File: config.mk
export PLATFORM = sky130hd
export DESIGN_NAME = led_strip_gamma_pulse_encoder_unit
export DESIGN_NICKNAME = d
export VERILOG_FILES = /design/src/hw/rtl/lsgpe_pkg.sv /design/src/hw/rtl/led_strip_gamma_pulse_encoder_unit.sv /design/src/hw/rtl/lsgpe_color_store.sv
export VERILOG_INCLUDE_DIRS = /design/src /design/src/hw/rtl
export SDC_FILE = /design/constraint.sdc
export NUM_CORES = 1
export LEC_CHECK = 0
export ABC_AREA = 1
export BUFFER_PORTS_ARGS = -buffer_cell sky130_fd_sc_hd__buf_2
export CAP_MARGIN = 5
export CELL_PAD_IN_SITES_DETAIL_PLACEMENT = 1
export CELL_PAD_IN_SITES_GLOBAL_PLACEMENT = 1
export CORE_ASPECT_RATIO = 2
export CORE_UTILIZATION = 30
export CTS_BUF_LIST = sky130_fd_sc_hd__clkbuf_4 sky130_fd_sc_hd__clkbuf_8 sky130_fd_sc_hd__clkbuf_16
export DETAILED_ROUTE_END_ITERATION = 8
export GPL_ROUTABILITY_DRIVEN = 0
export PLACE_DENSITY_LB_ADDON = 0.25
export SYNTH_ARGS = -nofsm -noshare
export SYNTH_HDL_FRONTEND = slang
export SYNTH_SLANG_ARGS = --single-unit
File: constraint.sdc
create_clock -name clk_i -period 5.76 [get_ports clk_i]
set_clock_uncertainty 0.15 [all_clocks]
set_input_delay 0 -clock clk_i [delete_from_list [all_inputs] [get_ports clk_i]]
set_output_delay 0 -clock clk_i [all_outputs]
set_load 0.05 [all_outputs]
File: src/hw/rtl/led_strip_gamma_pulse_encoder_unit_macros.svh
// Assertion macros for the LED strip pulse encoder.
// Expects clk_i and rst_ni in the scope of each use.
`ifndef LED_STRIP_GAMMA_PULSE_ENCODER_UNIT_MACROS_SVH
`define LED_STRIP_GAMMA_PULSE_ENCODER_UNIT_MACROS_SVH

// Property that holds at every clock edge out of reset.
`define LSGPE_ASSERT_ALWAYS(lbl, expr, msg) \
  lbl: assert property (@(posedge clk_i) disable iff (!rst_ni) (expr)) else $error(msg);

// Antecedent in one cycle implies consequent in the next.
`define LSGPE_ASSERT_NEXT(lbl, ante, cons, msg) \
  lbl: assert property (@(posedge clk_i) disable iff (!rst_ni) (ante) |=> (cons)) \
    else $error(msg);

`endif

File: src/hw/rtl/lsgpe_pkg.sv
// Package for the LED strip pulse encoder: sizes, codes, shared structs
// and the gamma table. No dependencies.
`default_nettype none

package lsgpe_pkg;

  localparam int unsigned LED_COUNT    = 10;
  localparam int unsigned RESET_SLOTS  = 200;
  localparam int unsigned BITS_PER_LED = 24;
  localparam int unsigned TICK_W       = 10;

  localparam int unsigned LED_W = (LED_COUNT > 1) ? $clog2(LED_COUNT) : 1;
  localparam int unsigned BIT_W = $clog2(BITS_PER_LED);
  localparam int unsigned GAP_W = (RESET_SLOTS > 1) ? $clog2(RESET_SLOTS) : 1;

  localparam logic [TICK_W-1:0] ONE_HIGH_RESET  = TICK_W'(10);
  localparam logic [TICK_W-1:0] ZERO_HIGH_RESET = TICK_W'(3);

  typedef enum logic {
    OP_SET_COLOR = 1'b0,
    OP_TICK      = 1'b1
  } op_e;

  typedef enum logic {
    CFG_ONE_HIGH  = 1'b0,
    CFG_ZERO_HIGH = 1'b1
  } cfg_reg_e;

  // Position of the current data slot.
  typedef struct packed {
    logic [LED_W-1:0] led;
    logic [BIT_W-1:0] bit_sel;
  } slot_pos_t;

  // Colour store write request (levels before gamma).
  typedef struct packed {
    logic             en;
    logic [LED_W-1:0] led;
    logic [7:0]       green;
    logic [7:0]       red;
    logic [7:0]       blue;
  } color_wr_t;

  typedef logic [255:0][7:0] gamma_rom_t;

  // g(v) = largest k with k^5 * 255^6 <= v^11, evaluated at elaboration.
  function automatic gamma_rom_t build_gamma();
    gamma_rom_t   rom;
    logic [127:0] scale;
    logic [127:0] lhs;
    logic [127:0] rhs;
    int unsigned  k;
    logic         done;
    rom   = '0;
    scale = 128'd1;
    for (int i = 0; i < 6; i++) begin
      scale = scale * 128'd255;
    end
    k = 0;
    for (int v = 0; v < 256; v++) begin
      rhs = 128'd1;
      for (int j = 0; j < 11; j++) begin
        rhs = rhs * 128'(v);
      end
      done = 1'b0;
      while (k < 255 && !done) begin
        lhs = scale;
        for (int j = 0; j < 5; j++) begin
          lhs = lhs * 128'(k + 1);
        end
        if (lhs > rhs) begin
          done = 1'b1;
        end else begin
          k = k + 1;
        end
      end
      rom[v] = 8'(k);
    end
    return rom;
  endfunction

  localparam gamma_rom_t GAMMA_ROM = build_gamma();

endpackage

`default_nettype wire

File: src/hw/rtl/led_strip_gamma_pulse_encoder_unit.sv
// Top level of the LED strip pulse encoder: slot sequencer, timing
// registers and output register. Depends on lsgpe_pkg, lsgpe_color_store
// and the assertion macro header.
//
//   channel | direction | handshake                | payload
//   --------+-----------+--------------------------+------------------------------------
//   in      | sink      | in_valid_i / in_stall_o  | opcode, led_index, g/r/b levels
//   out     | source    | out_valid_o / out_stall_i| pulse_high_ticks, frame_last
//   cfg     | sink      | cfg_we_i                 | cfg_idx_i, cfg_wdata_i
//
// One item per cycle unless the input stalls; each transfer is handled in the cycle it is taken.
// A tick's slot is loaded into the output register at its transfer edge and
// is offered from the next cycle on.
// A set-colour writes the store at its transfer edge; later ticks see it.
// Input stalls only while the output register is full and itself stalled.
// Reset clears the colour store and the slot position, and loads the timing
// registers with their default high times.
`default_nettype none

`include "led_strip_gamma_pulse_encoder_unit_macros.svh"

module led_strip_gamma_pulse_encoder_unit (
  input  wire logic                            clk_i,
  input  wire logic                            rst_ni,
  // configuration
  input  wire logic                            cfg_we_i,
  input  wire logic                            cfg_idx_i,
  input  wire logic [lsgpe_pkg::TICK_W-1:0]    cfg_wdata_i,
  // input channel
  input  wire logic                            in_valid_i,
  output logic                                 in_stall_o,
  input  wire logic                            opcode_i,
  input  wire logic [7:0]                      led_index_i,
  input  wire logic [7:0]                      green_level_i,
  input  wire logic [7:0]                      red_level_i,
  input  wire logic [7:0]                      blue_level_i,
  // output channel
  output logic                                 out_valid_o,
  input  wire logic                            out_stall_i,
  output logic [lsgpe_pkg::TICK_W-1:0]         pulse_high_ticks_o,
  output logic                                 frame_last_o
);

  localparam int unsigned LED_W = lsgpe_pkg::LED_W;
  localparam int unsigned BIT_W = lsgpe_pkg::BIT_W;
  localparam int unsigned GAP_W = lsgpe_pkg::GAP_W;

  localparam logic [LED_W-1:0] LED_LAST = LED_W'(lsgpe_pkg::LED_COUNT - 1);
  localparam logic [BIT_W-1:0] BIT_LAST = BIT_W'(lsgpe_pkg::BITS_PER_LED - 1);
  localparam logic [GAP_W-1:0] GAP_LAST = GAP_W'(lsgpe_pkg::RESET_SLOTS - 1);

  // timing registers
  logic [lsgpe_pkg::TICK_W-1:0] one_high_q, zero_high_q;

  // slot position: data slots walk led/bit, then the reset gap counts up
  logic [LED_W-1:0] led_q, led_d;
  logic [BIT_W-1:0] bit_sel_q, bit_sel_d;
  logic [GAP_W-1:0] gap_q, gap_d;
  logic             in_gap_q, in_gap_d;

  // output register
  logic                         out_valid_q, out_valid_d;
  logic [lsgpe_pkg::TICK_W-1:0] pulse_q, pulse_d;
  logic                         last_q, last_d;

  logic                 in_xfer;
  logic                 tick_xfer;
  logic                 slot_last;
  logic                 data_bit;
  lsgpe_pkg::op_e       op;
  lsgpe_pkg::color_wr_t color_wr;
  lsgpe_pkg::slot_pos_t rd_pos;

  assign op         = lsgpe_pkg::op_e'(opcode_i);
  assign in_stall_o = out_valid_q && out_stall_i;
  assign in_xfer    = in_valid_i && !in_stall_o;

  always_comb begin
    tick_xfer    = 1'b0;
    color_wr     = '0;
    color_wr.led = led_index_i[LED_W-1:0];
    color_wr.green = green_level_i;
    color_wr.red   = red_level_i;
    color_wr.blue  = blue_level_i;
    case (op)
      lsgpe_pkg::OP_SET_COLOR: begin
        // indexes at or past the LED count are dropped
        color_wr.en = in_xfer && (32'(led_index_i) < 32'(lsgpe_pkg::LED_COUNT));
      end
      lsgpe_pkg::OP_TICK: begin
        tick_xfer = in_xfer;
      end
      default: begin
        tick_xfer = 1'b0;
      end
    endcase
  end

  assign rd_pos.led     = led_q;
  assign rd_pos.bit_sel = bit_sel_q;

  lsgpe_color_store u_store (
    .clk_i    (clk_i),
    .rst_ni   (rst_ni),
    .wr_i     (color_wr),
    .rd_pos_i (rd_pos),
    .rd_bit_o (data_bit)
  );

  assign slot_last = in_gap_q && (gap_q == GAP_LAST);

  // next slot position
  always_comb begin
    led_d     = led_q;
    bit_sel_d = bit_sel_q;
    gap_d     = gap_q;
    in_gap_d  = in_gap_q;
    if (tick_xfer) begin
      if (in_gap_q) begin
        if (slot_last) begin
          in_gap_d  = 1'b0;
          led_d     = '0;
          bit_sel_d = '0;
          gap_d     = '0;
        end else begin
          gap_d = gap_q + GAP_W'(1);
        end
      end else if (bit_sel_q == BIT_LAST) begin
        bit_sel_d = '0;
        if (led_q == LED_LAST) begin
          in_gap_d = 1'b1;
          gap_d    = '0;
        end else begin
          led_d = led_q + LED_W'(1);
        end
      end else begin
        bit_sel_d = bit_sel_q + BIT_W'(1);
      end
    end
  end

  // output register with hold while stalled
  always_comb begin
    out_valid_d = out_valid_q;
    pulse_d     = pulse_q;
    last_d      = last_q;
    if (tick_xfer) begin
      out_valid_d = 1'b1;
      pulse_d     = in_gap_q ? '0 : (data_bit ? one_high_q : zero_high_q);
      last_d      = slot_last;
    end else if (out_valid_q && !out_stall_i) begin
      out_valid_d = 1'b0;
    end
  end

  always_ff @(posedge clk_i or negedge rst_ni) begin
    if (!rst_ni) begin
      one_high_q  <= lsgpe_pkg::ONE_HIGH_RESET;
      zero_high_q <= lsgpe_pkg::ZERO_HIGH_RESET;
      led_q       <= '0;
      bit_sel_q   <= '0;
      gap_q       <= '0;
      in_gap_q    <= 1'b0;
      out_valid_q <= 1'b0;
    end else begin
      if (cfg_we_i) begin
        case (lsgpe_pkg::cfg_reg_e'(cfg_idx_i))
          lsgpe_pkg::CFG_ONE_HIGH:  one_high_q  <= cfg_wdata_i;
          lsgpe_pkg::CFG_ZERO_HIGH: zero_high_q <= cfg_wdata_i;
          default: begin
            one_high_q <= one_high_q;
          end
        endcase
      end
      led_q       <= led_d;
      bit_sel_q   <= bit_sel_d;
      gap_q       <= gap_d;
      in_gap_q    <= in_gap_d;
      out_valid_q <= out_valid_d;
    end
  end

  // payload needs no reset
  always_ff @(posedge clk_i) begin
    pulse_q <= pulse_d;
    last_q  <= last_d;
  end

  assign out_valid_o        = out_valid_q;
  assign pulse_high_ticks_o = pulse_q;
  assign frame_last_o       = last_q;

  // assertions
  `LSGPE_ASSERT_ALWAYS(a_gap_pos_parked,
    !in_gap_q || (led_q == LED_LAST && bit_sel_q == '0),
    "led/bit position moved during reset gap")
  `LSGPE_ASSERT_ALWAYS(a_bit_in_range, in_gap_q || (bit_sel_q <= BIT_LAST),
    "bit select past last colour bit")
  `LSGPE_ASSERT_ALWAYS(a_last_is_gap,
    !(out_valid_o && frame_last_o) || (pulse_high_ticks_o == '0),
    "frame end slot carries a pulse")
  `LSGPE_ASSERT_ALWAYS(a_stall_needs_full, !in_stall_o || out_valid_o,
    "input stalled with empty output register")
  `LSGPE_ASSERT_NEXT(a_frame_wrap, tick_xfer && slot_last,
    !in_gap_q && led_q == '0 && bit_sel_q == '0,
    "position did not wrap after frame end")

endmodule

`default_nettype wire

File: src/hw/rtl/lsgpe_color_store.sv
// Per-LED colour store: gamma-corrected GRB word per LED, cleared at reset.
// Depends on lsgpe_pkg.
`default_nettype none

module lsgpe_color_store (
  input  wire logic                  clk_i,
  input  wire logic                  rst_ni,
  input  wire lsgpe_pkg::color_wr_t  wr_i,
  input  wire lsgpe_pkg::slot_pos_t  rd_pos_i,
  output logic                       rd_bit_o
);

  localparam int unsigned WORD_W = lsgpe_pkg::BITS_PER_LED;

  logic [WORD_W-1:0] store_q [lsgpe_pkg::LED_COUNT];
  logic [lsgpe_pkg::BIT_W-1:0] bit_idx;

  always_ff @(posedge clk_i or negedge rst_ni) begin
    if (!rst_ni) begin
      for (int i = 0; i < int'(lsgpe_pkg::LED_COUNT); i++) begin
        store_q[i] <= '0;
      end
    end else if (wr_i.en) begin
      store_q[wr_i.led] <= {lsgpe_pkg::GAMMA_ROM[wr_i.green],
                            lsgpe_pkg::GAMMA_ROM[wr_i.red],
                            lsgpe_pkg::GAMMA_ROM[wr_i.blue]};
    end
  end

  // green byte sits at the top, so MSB first is a count down from the top bit
  assign bit_idx  = lsgpe_pkg::BIT_W'(WORD_W - 1) - rd_pos_i.bit_sel;
  assign rd_bit_o = store_q[rd_pos_i.led][bit_idx];

endmodule

`default_nettype wire

==> results of run 1 <==
[cell families after synthesis]
| family | count (synthesis) | share of synthesized area (%) |
|---|---|---|
| xor gates and xnor gates | 3 | 0.1472 |
| DFF | 290 | 41.00 |
| buffers and inverters | 397 | 10.06 |
| AOI/OAI and AO/OA | 623 | 19.99 |
| and+or+nand+nor | 1159 | 26.36 |
| adders and majority gates | 35 | 2.454 |
[layer usage]
| layer | up-vias | wire, um |
|---|---|---|
| met5 | - | 0 |
| met4 | 0 | 3287 |
| met3 | 163 | 1695 |
| met2 | 395 | 35540 |
| met1 | 8551 | 25120 |
| li1 | 8251 | - |
[path summary, 6_finish.rpt]
check | cells past startpoint | endpoint
setup / recovery | 11 | pulse_high_ticks_o[2]$_SDFFCE_PP0P_
hold reg to reg | 2 | u_store.store_q[34]$_DFFE_PN0P_
min in group asynchronous | 4 | u_store.store_q[166]$_DFFE_PN0P_
hold / removal | 4 | zero_high_q[1]$_DFFE_PN1P_
max in group asynchronous | 4 | led_q[0]$_DFFE_PN0P_
setup reg to reg | 11 | pulse_high_ticks_o[2]$_SDFFCE_PP0P_
[what timing repair did]
action,CTS,global route
hold buffers,29,0
endpoints found under the hold margin,271,0
gates resized for setup,0,0
[layout make-up]
cell class,instances,area share [%]
Multi-Input combinational cell,1820,44.50
Sequential cell,290,37.18
Tap cell,768,4.880
Inverter,248,4.733
Clock buffer,42,4.257
Timing Repair Buffer,113,4.104
Clock inverter,7,0.3431
[layout by cell type, fill, tap and decap left out, types with 11 or more instances in the layout]
master / instances
nand2_1: 700
o21ai_0: 341
dfrtp_1: 273
inv_1: 231
nor2_1: 215
nand3_1: 186
a21oi_1: 95
buf_2: 60
o211ai_1: 49
o21ai_1: 37
ha_1: 35
dlygate4sd3_1: 28
clkbuf_16: 27
a31oi_1: 24
nor3_1: 23
buf_4: 22
o221ai_1: 12
o2111ai_1: 12
inv_2: 11
edfxtp_1: 11
[registers in the layout, summed over array words and instances, names as in the netlist]
register / cells
bit_sel_q: 5
frame_last_o: 1
gap_q: 8
in_gap_q: 1
led_q: 4
one_high_q: 10
out_valid_o: 1
pulse_high_ticks_o: 10
u_store.store_q: 240
zero_high_q: 10
[tightest hold or removal path: cells and delay by family]
family	cells	cell delay, ns
buf+inv	1	0.09
simple gates	2	0.55
compound gates	1	0.07
[power by group through the flow]
stage	clock network, mW	logic [mW]	registers, mW
floorplan	0	1.83	2.29
global placement	0	2.34	2.34
detailed placement	0	2.37	2.35
CTS	1.94	2.40	2.31
global route	1.99	2.65	2.32
finish	1.88	2.38	2.31
[stage by stage]
step / cell area, um2 / std cells / util [%]
floorplan: 17850 / 2507 / -
global placement: 18480 / 3210 / 31.34
detailed placement: 18480 / 3210 / 31.34
CTS: 19690 / 3288 / 33.40
global route: 19690 / 3288 / 33.40
finish: 19690 / 3288 / 33.40
==> impl_metrics.toml, run 1 <==
[route]
route.detailed.drc = 0
wl_per_cell_um = 19.96
ant_nets = 0
drtPass1Iterations = 5
vias_per_cell = 5.280
vias = 17360
drtIter0Drc = 791
wl_um = 65640

[sta]
worst_slack_ns = 2.172
fin_crit_sh_pct = 62.29
fin_hold_ws_ns = 0.001382
setup_viol = 0
rsz0062_at_grt = "no"
tightest_slew_ns = 1.012
tns_ns = 0
drv_slew = 0
slew_headroom_pct = 32.56
period_needed_ns = 3.588
hold_violations = 0
fmaxAchievable_ghz = 0.2787

[global_route]
grt_pass1_vias = 18720
antenna_found_initial = 0
grt_max_degree = 171
grt_pass1_wl_um = 105600
grt_use_met1_pct = 23.89
grt_busiest_layer = "met2"
globalRouteMet3Util_pct = 1.522
grt_overflow = 0
grt_use_met2_pct = 42.20
grt_util_all_layers_pct = 22.04

[power_and_ir_drop]
p_switching_mw = 2.660
p_seq_share_pct = 35.2
pwr-share-comb_pct = 36.2
p_sw_share_pct = 40.54
p_per_area_nw_per_um2 = 333.2
irDropWorstVdd_uv = 217.0
p_clk_share_pct = 28.6
power_mw = 6.561
internal_power_mw = 3.901
total_leakage_power_nw = 9.062

[clock_tree]
post_cts_buffers = 0
cts_sinks = 290
cts_max_level = 1
cts_buffer_depth = 3
cts_made_buffers = 27
cts_tree = "done"
cts-root-buf = "clkbuf_16"
clk_pin_slew_ns = 0.07
insertion_delay_ns = 0.58

[run_status]
status = "complete, no violations"

[critical_path]
critPathBufInv = 2
slowest_stage = "dfrtp_4"
path_class = "reg2reg"
cpPeakStageDelay_ns = 0.66
worst_setup_path_start_kind = "flop"
critical_path.startpoint = "led_q[0]$_DFFE_PN0P_"
arrival_ns = 3.77
worstPathRequired_ns = 5.94
cp_top_family = "simple AND/OR/NAND/NOR gates"
reg2reg_from = "led_q[0]$_DFFE_PN0P_"
cp_common_cell = "nand3_1"
path_max_fanout = 34
path_cells = "inv_2, buf_4, nand2_1, a21oi_1, nor2_1, nand2_1, nand3_1, nand3_1, nand3_1, a21oi_1, nor2_1"
rrSetupSlack_ns = 2.17
crit_path_end_kind = "flop"

[finish]
final_nets = 2584
seqCellArea_um2 = 7322
syn2layout_area_growth_pct = 10.33
antenna_cells = 0
drive_gt1_share_pct = 7.381
nFillCells = 7388
multi_input_comb_area_um2 = 8763

[floorplanning]
start_util_pct = 30.27
fp.coreArea_um2 = 58960
dieArea_um2 = 60530
ios = 62
row_count = 126
die_h_um = 346.9
chipWidth_um = 174.5

[logic_synthesis]
synth-seq-cells = 290
avgSynthCellArea_um2 = 7.119
synthCells = 2507
synth_most_common_cell = "nand2_1"
synth_area_um2 = 17850
ys_seq_area_share_pct = 41.00
synth_commonest_cells = "nand2_1, o21ai_0, dfrtp_1"
syn-num-nets = 2591
synth_top_cell_area_share_pct = 38.56
synth_edf_count = 11
yosysWarningCount = 0
synthArstFlopShare_pct = 96.21
yosys-top-cells-area = "dfrtp_1, nand2_1, o21ai_0"
synth_cell_type_count = 59
synth_flop_cell = "dfrtp_1"
yosysTopAreaCell = "dfrtp_1"

[placed_design]
place_ws_ns = 2.174
port_buffers = 61
dp_hpwl_um = 46280

[min_path]
hold_class = "in2reg"
hp-start = "cfg_idx_i"

[run]
maxCapViolations = 0
(Power assumes the default switching activity.)
==> inputs of run 2 (changes only) <==
--- a/config.mk
+++ b/config.mk
@@ -6,7 +6,7 @@
 export SDC_FILE = /design/constraint.sdc
 export NUM_CORES = 1
 export LEC_CHECK = 0
-export ABC_AREA = 1
+export ABC_AREA = 0
 export BUFFER_PORTS_ARGS = -buffer_cell sky130_fd_sc_hd__buf_2
 export CAP_MARGIN = 5
 export CELL_PAD_IN_SITES_DETAIL_PLACEMENT = 1
==> constraint.sdc (replaced) <==
create_clock -name clk_i -period 3.3 [get_ports clk_i]
set_clock_uncertainty 0.15 [all_clocks]
set_input_delay 0 -clock clk_i [delete_from_list [all_inputs] [get_ports clk_i]]
set_output_delay 0 -clock clk_i [all_outputs]
set_load 0.05 [all_outputs]
==> run 2 against run 1 <==
Compared with the run above:
- register-to-register slack lost 2.1 ns
- clock power rose by 67%
- maximum frequency is 13% higher
- power increased by 39%
- count of clock-buffer cells in the layout fell by 6
- sequential power up 67%
- sequential share of layout area fell by 2.3 points
- critical path depth decreased by 3
- critical path type unchanged
==> impl_metrics.toml, run 2 <==
[run_status]
status = "complete, no violations"

[finish]
largest_reg_flops = 240
final_core_util_pct = 34.83
final_nets = 1907
syn2layout_area_growth_pct = 14.39
finalInstanceArea_um2 = 20970
drive_gt1_share_pct = 30.62
regMostFlops = "u_store.store_q"
final_cell_mix = "mux2_2, dfrtp_1, nand2_1"
layout_commonest_cell = "mux2_2"
antenna_cells = 0
nFillCells = 6591

[clock_tree]
cts_tree = "done"
cts_made_buffers = 26
clk_pin_slew_ns = 0.07
cts_buffer_depth = 3
cts-root-buf = "clkbuf_16"
insertion_delay_ns = 0.57
cts_max_level = 1
cts_sinks = 290

[logic_synthesis]
synth_flop_cell = "dfrtp_1"
synthArstFlopShare_pct = 96.21
synthCells = 1775
yosys-top-cells-area = "dfrtp_1, mux2_2, mux4_2"
synth_edf_count = 11
synth_most_common_cell = "mux2_2"
synth_area_um2 = 18340
avgSynthCellArea_um2 = 10.33
synth-seq-cells = 290
synth_top_cell_area_share_pct = 37.53
yosysWarningCount = 0
synth_cell_type_count = 77
ys_seq_area_share_pct = 39.91
synth_commonest_cells = "mux2_2, dfrtp_1, nand2_1"
syn-num-nets = 1859
yosysTopAreaCell = "dfrtp_1"

[critical_path]
crit_path_end_kind = "flop"
path_max_fanout = 13
worst_setup_path_start_kind = "flop"
path_class = "reg2reg"
arrival_ns = 3.35
rrSetupSlack_ns = 0.12
timing.rr.end = "pulse_high_ticks_o[8]$_SDFFCE_PP0P_"
reg2reg_from = "led_q[2]$_DFFE_PN0P_"
rr_worst_depth = 8
worstPathRequired_ns = 3.46

[sta]
drv_slew = 0
tightest_slew_ns = 1.222
period_needed_ns = 3.184
fin_crit_sh_pct = 96.48
rsz0062_at_grt = "no"
slew_headroom_pct = 17.83
hold_violations = 0
setup_viol = 0
fmaxAchievable_ghz = 0.3141

[global_route]
grt_max_degree = 112
grt_util_all_layers_pct = 19.28
grt_use_met2_pct = 39.12
grt_pass1_vias = 15830
grt_pass1_wl_um = 93200
grt_use_met1_pct = 20.05
grt_overflow = 0
antenna_found_initial = 0
globalRouteMet3Util_pct = 1.337
grt_busiest_layer = "met2"

[placed_design]
post_dp_cell_area_um2 = 19830
dp_hpwl_um = 41360
port_buffers = 61

[route]
ant_nets = 0
vias_per_cell = 5.495
wl_um = 59020
route.detailed.drc = 0
wl_per_cell_um = 22.56
vias = 14380
drtPass1Iterations = 5
drtIter0Drc = 623

[floorplanning]
ios = 62
row_count = 127
die_h_um = 351.6
fp.coreArea_um2 = 60220
start_util_pct = 30.44
chipWidth_um = 176.8
dieArea_um2 = 62170

[power_and_ir_drop]
power_mw = 9.117
p_per_area_nw_per_um2 = 434.7
total_leakage_power_nw = 9.634
irDropWorstVdd_uv = 238.2

[min_path]
hp-start = "red_level_i[6]"
hold_depth = 3
hold_class = "in2reg"
holdPathEnd = "u_store.store_q[109]$_DFFE_PN0P_"

[run]
maxCapViolations = 0
## run 2: cell types whose count changed in the layout (fill, tap and decap cells not counted), moves of 105 or more
cell / change
nand2_1: -572
nand3_1: -153
o21ai_0: -234
mux2_2: +285
nor2_1: -105
inv_1: -200
## run 2: critical path, stage by stage (launching register included)
cell	delay, ns
dfrtp_1	0.55
or3b_2	0.71
o211ai_1	0.39
o211ai_1	0.14
nor4_1	0.40
buf_4	0.21
nor4_2	0.06
buf_12	0.19
mux2i_1	0.12
## run 2: logic make-up (layout without fill, tap and decap cells)
kind of cell | Yosys count | in the layout | synth area share, %
AO/OA/AOI/OAI | 448 | 448 | 15.81
AND/OR/NAND/NOR | 417 | 417 | 10.69
multiplexers | 379 | 379 | 25.84
flip-flops | 290 | 290 | 39.91
buffers and inverters | 197 | 264 | 4.920
adder cells (fa/ha/maj) | 36 | 36 | 2.443
XOR/XNOR | 8 | 8 | 0.3821
## run 2: cell type report
class	instances	area, um2	share of cell area, %
Multi-Input combinational cell	1288	10160	48.43
Sequential cell	290	7325	34.92
Inverter	35	131.4	0.6264
Tap cell	774	968.4	4.617
Timing Repair Buffer	182	1533	7.308
Clock buffer	36	768.2	3.663
Clock inverter	11	91.34	0.4355
## run 2: power by group
part / leakage, nW / internal [mW] / switching, mW
Sequential: 3.90 / 3.73 / 0.117
Combinational: 5.31 / 0.842 / 1.28
Clock: 0.427 / 1.71 / 1.43
Total: 9.63 / 6.29 / 2.83
## run 2: how the worst max path moves through the flow
stage	from	to	slack, ns	depth (start not counted)
finish	led_q[2]$_DFFE_PN0P_	pulse_high_ticks_o[8]$_SDFFCE_PP0P_	0.12	8
global route	led_q[0]$_DFFE_PN0P_	pulse_high_ticks_o[8]$_SDFFCE_PP0P_	0.03	9
CTS	led_q[0]$_DFFE_PN0P_	pulse_high_ticks_o[0]$_SDFFCE_PP0P_	0.03	12
detailed placement	led_q[0]$_DFFE_PN0P_	pulse_high_ticks_o[7]$_SDFFCE_PP0P_	-0.06	10
global placement	led_q[0]$_DFFE_PN0P_	pulse_high_ticks_o[2]$_SDFFCE_PP0P_	-0.08	10
floorplan	out_valid_o$_DFFE_PN0P_	u_store.store_q[91]$_DFFE_PN0P_	0.69	7
## run 2: routing by layer
layer | up-vias | wire (um) | part of all wire (%)
met5 | - | 0 | 0
met4 | 0 | 1949 | 3.3
met3 | 91 | 1086 | 1.8
met2 | 209 | 33970 | 58
met1 | 7441 | 22020 | 37
li1 | 6634 | - | -
## run 2: stage by stage
step	hold slack [ns]	TNS (ns)	std cells	worst slack, ns
after detailed placement	-0.1782	-0.4130	2545	-0.06209
after global placement	-0.1849	-0.7481	2545	-0.07608
final	0.02660	0	2616	0.1163
after global routing	0.04114	0	2616	0.02846
after floorplan	-0.4456	0	1775	0.6908
after CTS	0.01463	0	2615	0.02708
## run 2: what timing repair did
item                                    CTS  global route
hold endpoints to repair                362             0
pin swaps                                 0             1
resized for setup                         0             1
buffers inserted                          1             1
endpoints found under the setup margin   10            10
hold buffers                             22             0
==> inputs of run 3 (changes only) <==
--- a/config.mk
+++ b/config.mk
@@ -13,10 +13,11 @@
 export CELL_PAD_IN_SITES_GLOBAL_PLACEMENT = 1
 export CORE_ASPECT_RATIO = 2
 export CORE_UTILIZATION = 30
-export CTS_BUF_LIST = sky130_fd_sc_hd__clkbuf_4 sky130_fd_sc_hd__clkbuf_8 sky130_fd_sc_hd__clkbuf_16
+export CTS_BUF_LIST = sky130_fd_sc_hd__clkbuf_8 sky130_fd_sc_hd__clkbuf_16
 export DETAILED_ROUTE_END_ITERATION = 8
 export GPL_ROUTABILITY_DRIVEN = 0
 export PLACE_DENSITY_LB_ADDON = 0.25
 export SYNTH_ARGS = -nofsm -noshare
 export SYNTH_HDL_FRONTEND = slang
+export SYNTH_HIERARCHICAL = 1
 export SYNTH_SLANG_ARGS = --single-unit
==> run 3 against run 2 <==
Compared with the run above:
- the run now ends with setup timing left
- worst hold slack better by 0.013 ns
- area after synthesis down 2.5%
- synthesized cell count up 0.73%
- final area down 1.1%
- core utilization up 0.37 points
- count of clock-buffer cells in the layout down 8
- flip-flop and latch count unchanged
- critical endpoint is now pulse_high_ticks_o[1]$_SDFFCE_PP0P_
- highest routed layer is now met5
==> impl_metrics.toml, run 3 <==
[critical_path]
path_cells = "buf_4, buf_12, mux4_2, o211ai_1, nand2_1, o211a_1, o311ai_4, buf_4, o311ai_4, buf_12, mux2i_1, nor2_1"
path_class = "reg2reg"
rrSetupSlack_ns = -0.01
slowest_stage = "mux4_2"
timing.rr.end = "pulse_high_ticks_o[1]$_SDFFCE_PP0P_"
worstPathRequired_ns = 3.45
crit_path_end_kind = "flop"
arrival_ns = 3.47
rr_worst_depth = 12
worst_setup_path_start_kind = "flop"
cpPeakStageDelay_ns = 0.51
reg2reg_from = "led_q[0]$_DFFE_PN0P_"
path_max_fanout = 12

[logic_synthesis]
synthCells = 1788
synth-seq-cells = 290
synth_flop_cell = "dfrtp_1"
yosys.area_share.simple_pct = 12.77
synthAdderAreaFrac_pct = 2.380
synth_xor_area_share_pct = 0.2941
yosysTopAreaCell = "dfrtp_1"
synth_most_common_cell = "dfrtp_1"
synth_top_family_by_area = "multiplexers"
synth_commonest_cells = "dfrtp_1, nand2_1, o21ai_0"
avgSynthCellArea_um2 = 9.995
synthMuxAreaShare_pct = 21.44
synth_area_um2 = 17870
synth_edf_count = 11
synthArstFlopShare_pct = 96.21
synth_compound_area_share_pct = 17.31
synth_top_cell_area_share_pct = 38.51
yosys-top-cells-area = "dfrtp_1, mux2_2, mux4_2"
syn-num-nets = 1871
synth_cell_type_count = 81
yosysWarningCount = 6
ys_seq_area_share_pct = 40.94

[route]
route.detailed.drc = 0
ant_nets = 0
wl_per_cell_um = 22.39
drtIter0Drc = 690
vias_per_cell = 5.507
vias = 14630
drtPass1Iterations = 5
wl_um = 59500

[finish]
syn2layout_area_growth_pct = 16.12
final_cell_mix = "dfrtp_1, nand2_1, o21ai_0"
nFillCells = 6668
antenna_cells = 0
regMostFlops = "u_store/store_q"
drive_gt1_share_pct = 26.10
seqCellArea_um2 = 7323
final_nets = 1952
layout_commonest_cell = "dfrtp_1"
finalInstanceArea_um2 = 20750
multi_input_comb_area_um2 = 9769
largest_reg_flops = 240

[floorplanning]
fp.coreArea_um2 = 58960
start_util_pct = 30.31
dieArea_um2 = 60610
ios = 62
die_h_um = 347.2
chipWidth_um = 174.6
row_count = 126

[run_status]
violations = "setup timing"
status = "complete, but fails checks"

[global_route]
grt_max_degree = 96
grt_pass1_wl_um = 95030
grt_pass1_vias = 16360
antenna_found_initial = 1
grt_util_all_layers_pct = 20.05
grt_overflow = 0

[power_and_ir_drop]
irDropWorstVdd_uv = 356.3
p_per_area_nw_per_um2 = 397.4
total_leakage_power_nw = 8.882

[clock_tree]
cts_buffer_depth = 3
insertion_delay_ns = 0.58
cts_max_level = 1
cts_made_buffers = 26
cts_sinks = 290
cts-root-buf = "clkbuf_16"
clk_pin_slew_ns = 0.07
cts_tree = "done"

[sta]
drv_slew = 0
fin_crit_sh_pct = 100.3
fin_hold_ws_ns = 0.03967
worst_slack_ns = -0.01043
fmaxAchievable_ghz = 0.3021
period_needed_ns = 3.310
tightest_slew_ns = 1.099
hold_violations = 0
rsz0062_at_grt = "yes"
setup_viol = 1
slew_headroom_pct = 26.76

[min_path]
hold_depth = 4
hp-start = "blue_level_i[7]"
hold_class = "in2reg"
holdPathEnd = "u_store/store_q[175]$_DFFE_PN0P_"

[run]
maxCapViolations = 0

[placed_design]
dp_hpwl_um = 42900
post_dp_cell_area_um2 = 19400
port_buffers = 61
run 3: repair_timing:
action                                 in CTS  in global routing
pin swaps                                   1                  2
setup endpoints to repair                  10                 11
buffers inserted                            3                  0
endpoints found under the hold margin     366                  0
hold buffers                               31                  0
gates resized for setup                     9                 12
cloned                                      2                  0
run 3: power by group:
group | leakage, nW | internal, mW | switching [mW] | total [mW]
Combinational | 4.55 | 0.526 | 0.820 | 1.35
Clock | 0.419 | 1.67 | 1.46 | 3.12
Sequential | 3.91 | 3.69 | 0.0874 | 3.78
run 3: layout make-up:
class	instances	area share [%]
Clock buffer	28	3.268
Tap cell	768	4.631
Inverter	38	0.6874
Multi-Input combinational cell	1301	47.08
Sequential cell	290	35.29
Clock inverter	20	0.8924
Timing Repair Buffer	212	8.152
run 3: logic make-up after synthesis:
group	Yosys count
buffers and inverters	197
flip-flops	290
multiplexers	269
XOR/XNOR	6
adder cells (fa/ha/maj)	34
AND/OR/NAND/NOR	497
AO/OA/AOI/OAI	495
run 3: metal layers:
| metal | global-route usage (%) | share of wire, % | vias to the layer above |
|---|---|---|---|
| li1 | - | - | 6722 |
| met1 | 20.61 | 37 | 7502 |
| met2 | 39.65 | 56 | 268 |
| met3 | 1.467 | 2.0 | 139 |
| met4 | 10.28 | 5.2 | 2 |
| met5 | 0 | 0.017 | - |
run 3: stage by stage:
step	worst slack, ns	TNS (ns)	cells	total power, mW	utilization (%)
finish	-0.01043	-0.01043	2657	8.246	35.19
global route	-0.05953	-0.2414	2657	8.608	35.19
CTS	0.009772	0	2657	8.363	35.11
detailed placement	-0.3536	-3.268	2573	5.168	32.90
global placement	-0.3618	-3.522	2573	5.130	32.90
floorplan	0.05173	0	1788	4.649	-
run 3: worst max path at each step:
| stage | from | to | slack, ns |
|---|---|---|---|
| 6_report | led_q[0]$_DFFE_PN0P_ | pulse_high_ticks_o[1]$_SDFFCE_PP0P_ | -0.01 |
| 3_5_place_dp | led_q[0]$_DFFE_PN0P_ | pulse_high_ticks_o[1]$_SDFFCE_PP0P_ | -0.35 |
| 3_3_place_gp | led_q[0]$_DFFE_PN0P_ | pulse_high_ticks_o[2]$_SDFFCE_PP0P_ | -0.36 |
| 5_1_grt | led_q[0]$_DFFE_PN0P_ | pulse_high_ticks_o[1]$_SDFFCE_PP0P_ | -0.06 |
| 2_1_floorplan | bit_sel_q[0]$_DFFE_PN0P_ | pulse_high_ticks_o[0]$_SDFFCE_PP0P_ | 0.05 |
| 4_1_cts | led_q[0]$_DFFE_PN0P_ | pulse_high_ticks_o[1]$_SDFFCE_PP0P_ | 0.01 |
run 3: critical path: cells and delay by family, from the launching register on:
kind	cells	cell delay, ns
AOI/OAI and AO/OA	4	0.92
muxes	2	0.68
buffers and inverters	4	0.67
DFF	1	0.44
and+or+nand+nor	2	0.16
